--- src/design/giw_pkg.sv ---
// shared types, constants and the case-selection function for the interpolation weight block
package giw_pkg;

  localparam int FRAC_BITS  = 16;
  localparam int PIXEL_BITS = 8;
  localparam int THR_W      = 8;
  localparam int OUT_W      = 17;
  localparam logic [THR_W-1:0] THR_RESET = 8'd8;

  localparam int SQ_W  = FRAC_BITS + 1;
  localparam int D_W   = FRAC_BITS + 2;
  localparam int P_W   = FRAC_BITS + 3;
  localparam int T_W   = FRAC_BITS + 4;
  localparam int SUM_W = FRAC_BITS + 6;
  localparam int Q_W   = FRAC_BITS + 1;

  typedef logic [PIXEL_BITS-1:0] pix_t;
  typedef logic [D_W-1:0]        dist_t;
  typedef logic [P_W-1:0]        pair_t;
  typedef logic [T_W-1:0]        wgt_t;
  typedef logic [SUM_W-1:0]      sum_t;
  typedef logic [Q_W-1:0]        quot_t;

  typedef enum logic [2:0] {
    CASE_CORNER_TL = 3'd0,
    CASE_CORNER_TR = 3'd1,
    CASE_CORNER_BL = 3'd2,
    CASE_CORNER_BR = 3'd3,
    CASE_HSPLIT    = 3'd4,
    CASE_VSPLIT    = 3'd5,
    CASE_BLEND     = 3'd6
  } case_code_t;

  typedef struct packed {
    logic       valid;
    case_code_t case_code;
    logic       corner_in;
    logic       y_low;
    logic       x_low;
  } ctl_t;

  typedef struct packed {
    logic       valid;
    case_code_t case_code;
    logic       zero;
  } meta_t;

  function automatic case_code_t pick_case(input pix_t p0, input pix_t p1, input pix_t p2,
                                           input pix_t p3, input logic [THR_W-1:0] thr);
    localparam int CW = (PIXEL_BITS > THR_W) ? PIXEL_BITS : THR_W;
    pix_t       v [4];
    logic [1:0] n [4];
    pix_t       tv;
    logic [1:0] tn;
    pix_t       best;
    pix_t       dj;
    logic [1:0] k;
    logic [1:0] pa [5];
    logic [1:0] pb [5];
    case_code_t res;
    pa = '{2'd0, 2'd1, 2'd0, 2'd2, 2'd1};
    pb = '{2'd2, 2'd3, 2'd1, 2'd3, 2'd2};
    v = '{p0, p1, p2, p3};
    n = '{2'd0, 2'd1, 2'd2, 2'd3};
    for (int i = 0; i < 5; i++) begin
      if (v[pa[i]] > v[pb[i]]) begin
        tv = v[pa[i]];
        tn = n[pa[i]];
        v[pa[i]] = v[pb[i]];
        n[pa[i]] = n[pb[i]];
        v[pb[i]] = tv;
        n[pb[i]] = tn;
      end
    end
    best = v[1] - v[0];
    k = 2'd0;
    for (int i = 1; i < 3; i++) begin
      dj = v[i+1] - v[i];
      if (dj > best) begin
        best = dj;
        k = 2'(i);
      end
    end
    if (CW'(best) < CW'(thr)) begin
      res = CASE_BLEND;
    end else if (k == 2'd0) begin
      res = case_code_t'({1'b0, n[0]});
    end else if (k == 2'd2) begin
      res = case_code_t'({1'b0, n[3]});
    end else if ((n[0] == 2'd0 && n[1] == 2'd1) || (n[0] == 2'd2 && n[1] == 2'd3)) begin
      res = CASE_HSPLIT;
    end else if ((n[0] == 2'd0 && n[1] == 2'd2) || (n[0] == 2'd1 && n[1] == 2'd3)) begin
      res = CASE_VSPLIT;
    end else begin
      res = CASE_BLEND;
    end
    return res;
  endfunction

endpackage

--- src/design/giw_merge.sv ---
// merge stage: gathers the lane quotients, forces zero weights and drives the result registers
module giw_merge (
  input  logic                     clk,
  input  logic                     rst_n,
  input  giw_pkg::quot_t           q_i [4],
  input  giw_pkg::meta_t           meta_i,
  output logic                     out_valid,
  output logic [giw_pkg::OUT_W-1:0] w_o [4],
  output logic [2:0]               case_code_o,
  output logic                     sum_zero_o
);

  localparam int OW = giw_pkg::OUT_W;

  logic          valid_r;
  logic [OW-1:0] w_r [4];
  logic [2:0]    case_r;
  logic          zero_r;

  always_ff @(posedge clk) begin
    if (!rst_n) begin
      valid_r <= 1'b0;
    end else begin
      valid_r <= meta_i.valid;
    end
  end

  always_ff @(posedge clk) begin
    for (int i = 0; i < 4; i++) begin
      w_r[i] <= meta_i.zero ? '0 : OW'(q_i[i]);
    end
    case_r <= meta_i.case_code;
    zero_r <= meta_i.zero;
  end

  assign out_valid   = valid_r;
  assign w_o         = w_r;
  assign case_code_o = case_r;
  assign sum_zero_o  = zero_r;

endmodule

--- config.mk ---
export PLATFORM = sky130hd
export DESIGN_NAME = giw_merge
export DESIGN_NICKNAME = d
export VERILOG_FILES = /design/src/design/giw_pkg.sv /design/src/design/giw_merge.sv
export SDC_FILE = /design/constraint.sdc
export NUM_CORES = 1
export LEC_CHECK = 0
export BUFFER_PORTS_ARGS = -buffer_cell sky130_fd_sc_hd__buf_2
export CORE_ASPECT_RATIO = 1.2
export CORE_MARGIN = 2
export CORE_UTILIZATION = 38
export CTS_CLUSTER_DIAMETER = 80
export CTS_CLUSTER_SIZE = 16
export DETAILED_ROUTE_END_ITERATION = 10
export GPL_TIMING_DRIVEN = 0
export PLACE_DENSITY_LB_ADDON = 0.2
export SYNTH_ARGS = -nofsm -noshare
export SYNTH_HDL_FRONTEND = slang
export SYNTH_SLANG_ARGS = --single-unit
export TNS_END_PERCENT = 30
--- constraint.sdc ---
create_clock -name clk -period 0.8 [get_ports clk]
set_clock_uncertainty 0.2 [all_clocks]
set_input_delay 0.12 -clock clk [delete_from_list [all_inputs] [get_ports clk]]
set_output_delay 0.12 -clock clk [all_outputs]
set_load 0.01 [all_outputs]
==> metrics.csv <==
metric,value,unit
clock buffer depth,2,
largest net degree at the start of global routing,13,
FF/Latch Area,1490,um^2
Final Core Density,0.642,
Crit Path Class,reg -> out,
max cap viols,0,
worst-path cell chain,buf_2,
share of cells above drive strength 1,0.611,
Via density,4.04,
I/O pin total,148,
fill count,405,
starting density of the core,0.393,
"Cell Area, Synth",1940,um^2
gr ovfl total,0,
Multi-input gate area,432,um^2
Crit path required time,0.48,ns
Die W,69.3,um
CP startpoint kind,register,
Hold Buf Count CTS,4,
Net Sw Power,0.00163,W
Syn Area/Cell,13.0,um^2
RSZ-0062 raised after global routing,yes,
final std cells w/o fill,376,
post-synthesis cell count,149,
power per standard cell area,2340,nW/um^2
Flop pwr share,0.524,
Comb power frac,0.100,
Fin. Hold Viols,70,
Lkg Pwr,1.59,nW
synth top area cells,"dfxtp_1 (75%), nor2b_1 (22%), buf_6 (1.2%)",
critical path's slowest cell,dfxtp_1,
Initial DRT Pass Iterations,4,
Placed Cells,356,
Inserted Diodes,0,
violated checks,"hold timing, setup timing",
Area Growth Syn to Fin,63.3,%
"slowest stage delay, CP",0.32,ns
critical path endpoint category,primary output,
"crit path setup slack, layout",-0.293,ns
DPL Wire Length,3220,um
post-synth top area share,0.752,
Core Rows,28,
Core ar.,4940,um^2
final slew viol count,0,
Hold WS,-0.216,ns
Nets,386,
worst min path class,in -> reg,
Final period util,1.37,
CTS buffer count,9,
CTS tree,done,
post-synthesis register bit count,73,
final WL,4380,um
post-synth top area cell,dfxtp_1,
Int Pwr,0.00580,W
Final ANT Viol Nets,0,
fmax,915,MHz
Final setup viols,73,
I/O Buffers,147,
Synth Warn #,0,
most frequent cell after synthesis,dfxtp_1,
sw frac,0.220,
Mapped Nets,224,
First DRT Iteration DRCs,39,
# DRC,0,
post-synth cell types,6,
die area,5700,um^2
first-pass GRT wire length,6420,um
clock-pin slew on the worst setup and hold paths,0.07,ns
Period minus WS final,1.09,ns
Max VDD drop,1.40,mV
via count,1519,
Synth Flop Type,dfxtp_1,
Routability Congestion,0.715,
drt wl/cell,11.6,um
vias in the first global route,1429,
die height,82.3,um
Slew @ Worst Pin,0.176,ns
H-tree levels,3,
Synth top cells by count,"dfxtp_1 (73), nor2b_1 (68), buf_2 (4), buf_6 (2)",
ys async rst share,0,
Tot GR Track Use,0.148,
critical path's top delay family,flip-flops,
Clock power frac,0.375,
antenna violations before repair,0,
clk sinks,73,
"EDFF count, synth",0,
crit path max fanout,1,
CP bufs+invs,1,
Critical Path AT,0.77,ns
root buffer cell,clkbuf_8,
Max-slew headroom,0.883,
"Seq/Total Area, Yosys",0.752,
status,"complete, but fails checks",
-- final cells by class --
type,count,share of cell area
buffer,7,0.0158
clock buffer,11,0.0446
clock inverter,5,0.0174
multi-input combinational,69,0.136
sequential,73,0.470
tap,60,0.0237
timing repair buffer,151,0.293
-- registers in the layout, summed over array words and instances (netlist names) --
name         flops
w_o             68
case_code_o      3
out_valid        1
sum_zero_o       1
-- cells in the final DEF, fill, tap and decap left out --
cell            Yosys  layout
and2_1              1       1
buf_2               4     127
buf_4               1       1
buf_6               2      26
bufinv_16           0       1
clkbuf_1            0       1
clkbuf_8            0      10
clkinv_2            0       2
clkinvlp_4          0       2
dfxtp_1            73      49
dfxtp_2             0      24
dlygate4sd3_1       0       3
dlymetal6s4s_1      0       1
nor2b_1            68      68
-- power by group through the flow --
| stage | Clock (W) | Combinational [W] | Sequential [W] |
|---|---|---|---|
| after floorplan | 0 | 0.000167 | 0.00407 |
| after global placement | 0 | 0.000653 | 0.00395 |
| after detailed placement | 0 | 0.000663 | 0.00395 |
| after CTS | 0.00287 | 0.000687 | 0.00387 |
| after global routing | 0.00306 | 0.000806 | 0.00391 |
| final | 0.00279 | 0.000744 | 0.00390 |
-- what timing repair did --
| item | 4_1_cts | 5_1_grt |
|---|---|---|
| buffers inserted | 0 | 0 |
| endpoints found under the setup margin | 73 | 74 |
| gates resized for setup | 4 | 45 |
| endpoints found under the hold margin | 73 | 70 |
-- kinds of logic after synthesis --
kind of cell | synth area share
flip-flops | 0.752
buffers and inverters | 0.0258
AND/OR/NAND/NOR | 0.222
-- layer usage --
metal / track usage / routed length [um]
met1: 0.144 / 1620
met2: 0.265 / 2290
met3: 0.0522 / 367
met4: 0.102 / 99
met5: 0 / 0
-- stage by stage --
stage          total power, W  setup slack, ns  instance area [um^2]  hold slack, ns  setup TNS, ns
2_1_floorplan         0.00423           0.0574                  1940         -0.0523              0
3_3_place_gp          0.00460           -0.204                  2750          0.0239          -8.75
3_5_place_dp          0.00461           -0.208                  2750          0.0238          -8.61
4_1_cts               0.00743           -0.317                  3010          -0.234         -21.80
5_1_grt               0.00778           -0.334                  3170          -0.228         -22.98
6_report              0.00743           -0.293                  3170          -0.216         -20.13
-- path summary, 6_finish.rpt --
| path | slack (ns) | to | cells past startpoint | from |
|---|---|---|---|---|
| hold / removal | -0.22 | out_valid$_SDFF_PN0_ | 2 | meta_i[4] |
| setup / recovery | -0.29 | w_o[9] | 1 | w_o[9]$_SDFF_PP0_ |
Power figures use the tool's default switching activity.
