### config.mk
export PLATFORM = sky130hd
export DESIGN_NAME = giw_div_lane
export DESIGN_NICKNAME = d
export VERILOG_FILES = /design/src/design/giw_pkg.sv /design/src/design/giw_div_lane.sv
export SDC_FILE = /design/constraint.sdc
export NUM_CORES = 1
export LEC_CHECK = 0
export ABC_AREA = 1
export BUFFER_PORTS_ARGS = -buffer_cell sky130_fd_sc_hd__buf_2
export CAP_MARGIN = 20
export CORE_MARGIN = 2
export CORE_UTILIZATION = 35
export CTS_CLUSTER_SIZE = 8
export DETAILED_ROUTE_END_ITERATION = 10
export GPL_ROUTABILITY_DRIVEN = 0
export MAX_ROUTING_LAYER = met4
export PLACE_DENSITY = 0.58
export SYNTH_ARGS = -nofsm -noshare
export SYNTH_HDL_FRONTEND = slang
export SYNTH_SLANG_ARGS = --single-unit
### constraint.sdc
create_clock -name clk -period 3.3 [get_ports clk]
set_input_delay 0.495 -clock clk [delete_from_list [all_inputs] [get_ports clk]]
set_output_delay 0.495 -clock clk [all_outputs]
set_load 0.005 [all_outputs]
### src/design/giw_pkg.sv
// shared types, constants and the case-selection function for the interpolation weight block
package giw_pkg;

  localparam int FRAC_BITS  = 16;
  localparam int PIXEL_BITS = 8;
  localparam int THR_W      = 8;
  localparam int OUT_W      = 17;
  localparam logic [THR_W-1:0] THR_RESET = 8'd8;

  localparam int SQ_W  = FRAC_BITS + 1;
  localparam int D_W   = FRAC_BITS + 2;
  localparam int P_W   = FRAC_BITS + 3;
  localparam int T_W   = FRAC_BITS + 4;
  localparam int SUM_W = FRAC_BITS + 6;
  localparam int Q_W   = FRAC_BITS + 1;

  typedef logic [PIXEL_BITS-1:0] pix_t;
  typedef logic [D_W-1:0]        dist_t;
  typedef logic [P_W-1:0]        pair_t;
  typedef logic [T_W-1:0]        wgt_t;
  typedef logic [SUM_W-1:0]      sum_t;
  typedef logic [Q_W-1:0]        quot_t;

  typedef enum logic [2:0] {
    CASE_CORNER_TL = 3'd0,
    CASE_CORNER_TR = 3'd1,
    CASE_CORNER_BL = 3'd2,
    CASE_CORNER_BR = 3'd3,
    CASE_HSPLIT    = 3'd4,
    CASE_VSPLIT    = 3'd5,
    CASE_BLEND     = 3'd6
  } case_code_t;

  typedef struct packed {
    logic       valid;
    case_code_t case_code;
    logic       corner_in;
    logic       y_low;
    logic       x_low;
  } ctl_t;

  typedef struct packed {
    logic       valid;
    case_code_t case_code;
    logic       zero;
  } meta_t;

  function automatic case_code_t pick_case(input pix_t p0, input pix_t p1, input pix_t p2,
                                           input pix_t p3, input logic [THR_W-1:0] thr);
    localparam int CW = (PIXEL_BITS > THR_W) ? PIXEL_BITS : THR_W;
    pix_t       v [4];
    logic [1:0] n [4];
    pix_t       tv;
    logic [1:0] tn;
    pix_t       best;
    pix_t       dj;
    logic [1:0] k;
    logic [1:0] pa [5];
    logic [1:0] pb [5];
    case_code_t res;
    pa = '{2'd0, 2'd1, 2'd0, 2'd2, 2'd1};
    pb = '{2'd2, 2'd3, 2'd1, 2'd3, 2'd2};
    v = '{p0, p1, p2, p3};
    n = '{2'd0, 2'd1, 2'd2, 2'd3};
    for (int i = 0; i < 5; i++) begin
      if (v[pa[i]] > v[pb[i]]) begin
        tv = v[pa[i]];
        tn = n[pa[i]];
        v[pa[i]] = v[pb[i]];
        n[pa[i]] = n[pb[i]];
        v[pb[i]] = tv;
        n[pb[i]] = tn;
      end
    end
    best = v[1] - v[0];
    k = 2'd0;
    for (int i = 1; i < 3; i++) begin
      dj = v[i+1] - v[i];
      if (dj > best) begin
        best = dj;
        k = 2'(i);
      end
    end
    if (CW'(best) < CW'(thr)) begin
      res = CASE_BLEND;
    end else if (k == 2'd0) begin
      res = case_code_t'({1'b0, n[0]});
    end else if (k == 2'd2) begin
      res = case_code_t'({1'b0, n[3]});
    end else if ((n[0] == 2'd0 && n[1] == 2'd1) || (n[0] == 2'd2 && n[1] == 2'd3)) begin
      res = CASE_HSPLIT;
    end else if ((n[0] == 2'd0 && n[1] == 2'd2) || (n[0] == 2'd1 && n[1] == 2'd3)) begin
      res = CASE_VSPLIT;
    end else begin
      res = CASE_BLEND;
    end
    return res;
  endfunction

endpackage

### src/design/giw_div_lane.sv
// one normalization lane: pipelined restoring division of weight times one by the sum
module giw_div_lane (
  input  logic          clk,
  input  giw_pkg::wgt_t w_i,
  input  giw_pkg::sum_t sum_i,
  output giw_pkg::quot_t q_o
);

  localparam int F  = giw_pkg::FRAC_BITS;
  localparam int SW = giw_pkg::SUM_W;
  localparam int QW = giw_pkg::Q_W;

  logic [SW-1:0] r_r [F+1];
  logic [SW-1:0] s_r [F+1];
  logic [QW-1:0] q_r [F+1];
  logic [SW-1:0] r0_nxt;
  logic          ge0;

  // first stage: integer quotient bit
  always_comb begin
    ge0 = SW'(w_i) >= sum_i;
    r0_nxt = ge0 ? (SW'(w_i) - sum_i) : SW'(w_i);
  end

  always_ff @(posedge clk) begin
    r_r[0] <= r0_nxt;
    s_r[0] <= sum_i;
    q_r[0] <= QW'(ge0);
  end

  // one fraction bit per stage
  for (genvar i = 1; i <= F; i++) begin : g_stage
    logic [SW:0] r_sh;
    logic        ge;
    always_comb begin
      r_sh = {r_r[i-1], 1'b0};
      ge = r_sh >= {1'b0, s_r[i-1]};
    end
    always_ff @(posedge clk) begin
      r_r[i] <= ge ? SW'(r_sh - {1'b0, s_r[i-1]}) : SW'(r_sh);
      s_r[i] <= s_r[i-1];
      q_r[i] <= {q_r[i-1][QW-2:0], ge};
    end
  end

  assign q_o = q_r[F];

endmodule

==> results of run 1 <==
[layout make-up]
class,count,area (um2)
Fill cell,14722,84200
Multi-Input combinational cell,5012,25300
Clock buffer,136,3150
Inverter,1498,5630
Timing Repair Buffer,129,963
Tap cell,1876,2350
Sequential cell,857,17200
Clock inverter,12,238
[worst max-delay path: stages, from the launching register on]
cell	delay (ns)
dfxtp_1	0.49
inv_1	0.10
ha_1	0.36
nand2_1	0.11
nor2_1	0.15
nand2_1	0.07
nand2_1	0.13
nand2_1	0.09
nand2_1	0.09
nand2_1	0.48
nand3_1	0.29
nand2_1	0.08
[power breakdown]
| group | internal, mW | total [mW] | switching [mW] |
|---|---|---|---|
| Clock | 6.65 | 11.2 | 4.55 |
| Combinational | 9.47 | 27.6 | 18.1 |
| Sequential | 13.7 | 15.9 | 2.18 |
[worst max path at each step]
stage	startpoint	endpoint	slack [ns]
floorplan	w_i[0]	r_r[0][11]	1.27
detailed placement	s_r[0][244]	r_r[0][265]	0.62
finish	s_r[0][181]	r_r[0][207]	0.69
global route	s_r[0][181]	r_r[0][207]	0.44
global placement	s_r[0][244]	r_r[0][265]	0.72
CTS	s_r[0][244]	r_r[0][265]	0.64
[cells in the final DEF (no fill, tap or decap), drive strengths merged, types with 16 or more instances in the layout]
cell         synthesis  final
nand2             2678   2678
inv               1498   1498
dfxtp              857    857
nand3              692    692
nor2               466    466
ha                 371    371
a21oi              222    222
xor2               140    140
clkbuf               1    136
o21ai              108    108
nand3b              95     95
buf                102     87
nand4               75     75
nor3                60     60
dlygate4sd3          0     42
o21bai              33     33
and2                20     20
fa                  16     16
[flip-flops by register name, indices dropped and copies added (netlist names)]
name / count
r_r: 352
q_r: 153
s_r: 352
[logic make-up (layout without fill, tap and decap cells)]
group	count (synthesis)	in the layout	share of synthesized area [%]
fa+ha+maj	387	387	10.2
xor+xnor	146	146	2.62
flops	857	857	35.2
simple gates	4101	4101	35.0
compound gates	378	378	4.15
buf+inv	1601	1775	12.9
[routing by layer]
metal | share of wire (%) | routed length (um)
met4 | 3.5 | 4930
met2 | 47 | 66800
met5 | 0 | 0
met3 | 5.3 | 7500
met1 | 44 | 62600
[through the flow]
step	area (um2)	util, %
6_report	54800	39.4
3_5_place_dp	51000	36.7
4_1_cts	54800	39.4
3_3_place_gp	51000	36.7
5_1_grt	54800	39.4
2_1_floorplan	48800	-
==> results.py, run 1 <==
metrics = {
    "outcome": {
        "status": "completed",
    },
    "logic_synthesis": {
        "syn_nets": 7900,
        "avgSynthCellArea_um2": 6.53,
        "synth_common_cells": "2669 x nand2_1, 1496 x inv_1, 857 x dfxtp_1, 691 x nand3_1, 457 x nor2_1",
        "synth-seq-cells": 857,
        "netlist_area_um2": 48800,
        "yosys_warnings": 0,
        "synth_top_area_cell": "dfxtp_1",
        "ys.flop_type": "dfxtp_1",
        "synth_cells": 7470,
        "synth_top_area_share_pct": 35.2,
        "ys_async_sr_fraction_pct": 0,
        "synth_cell_type_count": 38,
        "synth_most_common_cell": "nand2_1",
        "synth_edf_count": 0,
        "yosysSeqAreaShare_pct": 35.2,
        "yosys-top-cells-area": "dfxtp_1 35%, nand2_1 21%, inv_1 12%",
    },
    "global_routing": {
        "busiest_layer": "met2",
        "met1_usage_pct": 24.9,
        "met2_usage_pct": 34.3,
        "grt_pass1_wl_mm": 225,
        "grt_util_all_layers_pct": 20.3,
        "overflow": 0,
        "met3_usage_pct": 2.57,
        "antenna_found_initial": 3,
        "grt_pass1_vias": 42422,
        "grt_max_degree": 33,
    },
    "worst_setup_path": {
        "worstRegToRegCells": 11,
        "critPathLaunchType": "register",
        "worst-setup-path-type": "register to register",
        "cp_max_fo": 22,
        "required_ns": 3.88,
        "rr_endpoint": "r_r[0][207]",
        "rrSetupSlack_ns": 0.69,
        "arrival_ns": 3.19,
        "r2r_start": "s_r[0][181]",
        "end_kind": "register",
    },
    "power_and_ir_drop": {
        "ir_worst_vdd_mv": 0.507,
        "power.density_nw_per_um2": 998,
        "finalPower_mw": 54.7,
        "leakage_nw": 30.7,
    },
    "drt": {
        "wire_per_inst_um": 14.9,
        "drc_errors": 0,
        "drt_iter0_markers": 3412,
        "route.vias.total": 44629,
        "viasPerCell": 4.69,
        "drt_wl_total_mm": 142,
        "drt_pass1_iterations": 9,
        "ant_nets": 0,
    },
    "floorplan": {
        "fp.dieArea_um2": 142000,
        "die_w_um": 377,
        "io_pins": 60,
        "start_util_pct": 35.1,
        "core_area_um2": 139000,
        "row_count": 137,
        "die_y_um": 377,
    },
    "clocking": {
        "post_cts_resized": 0,
        "clk_pin_slew_ns": 0.06,
        "cts_buffers": 121,
        "clock_path_buffers": 3,
        "clock_sinks": 857,
        "post_cts_buffers": 0,
        "h-tree-depth": 3,
        "ctsHoldBuffers": 42,
        "cts_tree": "built",
        "clkLatencyLatePin_ns": 0.76,
        "cts_root_buf": "clkbuf_16",
    },
    "run": {
        "maxCapViolCount": 0,
    },
    "place": {
        "placed_cells": 9330,
        "dpl_worst_slack_ns": 0.619,
        "dpl.hpwl_mm": 115,
        "io_buffers": 59,
    },
    "timing": {
        "setup_slack_ns": 0.691,
        "grt_setup_unrepaired": "no",
        "layout_min_cycle_time_ns": 2.61,
        "max_freq_mhz": 383,
        "report.final.slew_viol_count": 0,
        "fin_setup_tns_ns": 0,
        "clock-skew-final_ns": 0.0693,
        "worst_pin_slew_ns": 0.832,
        "whs_ns": 0.312,
        "max_slew_margin_pct": 44.4,
        "setup-violations-final": 0,
        "hold_viol": 0,
        "min_period_over_period_pct": 79.1,
    },
    "worst_hold_path": {
        "whs_path_depth": 0,
        "holdPathEnd": "s_r[0][276]",
        "hp-class": "register to register",
        "hold_path.startpoint": "s_r[0][254]",
    },
    "layout": {
        "syn_to_final_growth_pct": 12.4,
        "antennaDiodeCount": 0,
        "final_cells": 9520,
        "drive_gt1_share_pct": 3.44,
        "fin_nets": 8049,
    },
}
Power figures use the tool's default switching activity.
==> inputs of run 2 (changes only) <==
Clock period 3.3 ns to 2.72 ns, I/O delays scaled along.
==> run 2 against run 1 <==
Critical path depth is 3 lower. Final cell count rose by 0.22%. Clock skew grew 0.0039 ns. Wire length up 1.9%. Clock power rose by 21%. Critical path type unchanged. Largest cell class unchanged.
==> results.py, run 2 (synthesis gave the netlist of run 1 again) <==
metrics = {
    "outcome": {
        "status": "completed",
    },
    "floorplan": {
        "row_count": 137,
        "start_util_pct": 35.1,
        "core_area_um2": 139000,
        "io_pins": 60,
        "fp.dieArea_um2": 142000,
        "die_w_um": 377,
        "die_y_um": 377,
    },
    "worst_setup_path": {
        "critPathTopFamily": "compound AO/OA/AOI/OAI gates",
        "cp_max_fo": 24,
        "required_ns": 3.31,
        "max_stage_delay_ns": 0.54,
        "r2r_start": "s_r[0][87]",
        "crit_path_top_delay_cell": "dfxtp_1",
        "end_kind": "register",
        "crit_buf_inv": 2,
        "critPathLaunchType": "register",
        "crit_chain": "inv_1 > ha_1 > nand2_1 > nor2_1 > a21oi_1 > nand4_2 > buf_12 > o21ai_0",
        "worst-setup-path-type": "register to register",
        "cp-startpoint": "s_r[0][87]",
        "arrival_ns": 3.21,
    },
    "timing": {
        "fin_setup_tns_ns": 0,
        "worst_pin_slew_ns": 1.07,
        "setup_slack_ns": 0.108,
        "layout_min_cycle_time_ns": 2.61,
        "report.final.slew_viol_count": 0,
        "max_slew_margin_pct": 28.3,
        "whs_ns": 0.280,
        "clock-skew-final_ns": 0.0732,
        "min_period_over_period_pct": 96.0,
        "hold_viol": 0,
        "grt_setup_unrepaired": "no",
        "setup-violations-final": 0,
        "max_freq_mhz": 383,
    },
    "global_routing": {
        "antenna_found_initial": 2,
        "grt_util_all_layers_pct": 20.7,
        "grt_pass1_wl_mm": 227,
        "overflow": 0,
        "grt_pass1_vias": 42301,
        "grt_max_degree": 31,
    },
    "layout": {
        "top_regs": "r_r: 352 flops, s_r: 352 flops, q_r: 153 flops",
        "fin_nets": 8068,
        "design_area_um2": 55000,
        "multi_input_area_um2": 25300,
        "regArea_um2": 17200,
        "final_cells": 9541,
        "drive_gt1_share_pct": 3.64,
        "syn_to_final_growth_pct": 12.7,
        "layout_commonest_cell": "nand2_1",
        "fillers": 14689,
        "layout_common_cells": "2669 x nand2_1, 1496 x inv_1, 856 x dfxtp_1, 691 x nand3_1, 457 x nor2_1",
        "final_util_pct": 39.6,
    },
    "drt": {
        "drc_errors": 0,
        "drt_pass1_iterations": 6,
        "wire_per_inst_um": 15.1,
        "ant_nets": 0,
        "drt_iter0_markers": 3371,
        "viasPerCell": 4.69,
        "route.vias.total": 44759,
        "drt_wl_total_mm": 145,
    },
    "run": {
        "maxCapViolCount": 0,
    },
    "place": {
        "io_buffers": 59,
        "placed_cells": 9348,
        "dpl.hpwl_mm": 117,
        "dpl_worst_slack_ns": 0.143,
        "dpl_cell_area_um2": 51200,
    },
    "worst_hold_path": {
        "hp-class": "register to register",
        "hold_path.startpoint": "s_r[0][65]",
    },
    "clocking": {
        "clk_pin_slew_ns": 0.05,
        "clock_path_buffers": 3,
        "clock_sinks": 857,
        "clkLatencyLatePin_ns": 0.76,
        "cts_buffers": 120,
        "cts_root_buf": "clkbuf_16",
        "cts_tree": "built",
        "h-tree-depth": 3,
    },
    "power_and_ir_drop": {
        "ir_worst_vdd_mv": 0.611,
        "finalPower_mw": 66.8,
        "leakage_nw": 30.8,
        "power.density_nw_per_um2": 1220,
    },
}
run 2: changes by cell type in the layout (fill, tap and decap cells not counted), moves of 2 or more:
cell | before | now
buf_4 | 25 | 40
diode_2 | 0 | 4
clkbuf_8 | 7 | 4
clkbuf_1 | 8 | 10
buf_12 | 3 | 7
run 2: worst paths after layout:
check	to	slack [ns]	cells after the start
worst max-delay path	r_r[0][98]	0.11	8
worst min-delay path	s_r[0][87]	0.28	0
worst max register to register	r_r[0][98]	0.11	8
worst min register to register	s_r[0][87]	0.28	0
run 2: cell type report:
type	count	area share [%]
Tap cell	1876	4.27
Multi-Input combinational cell	5012	46.1
Timing Repair Buffer	149	2.12
Clock buffer	134	5.63
Antenna cell	4	0.0182
Sequential cell	857	31.2
Inverter	1498	10.2
Clock inverter	11	0.464
run 2: layer usage:
metal  GRT usage [%]  routed length (um)  vias to the layer above
met5               -                   0                        -
met4            7.61                5480                        0
met3            3.16                8630                      313
met2            34.5               67500                     1320
met1            25.2               62900                    20022
li1                -                   -                    23104
run 2: report_power, final:
group	leakage, nW	internal (mW)	switching, mW	total [mW]
Sequential	7.22	16.6	2.73	19.4
Clock	1.63	8.02	5.52	13.5
Combinational	21.9	11.7	22.2	33.9
run 2: repair_timing:
| action | 4_1_cts | 5_1_grt |
|---|---|---|
| buffers inserted | 0 | 0 |
| hold buffers | 42 | 0 |
| setup endpoints to repair | 0 | 5 |
| endpoints found under the hold margin | 42 | 0 |
| resized for setup | 0 | 1 |
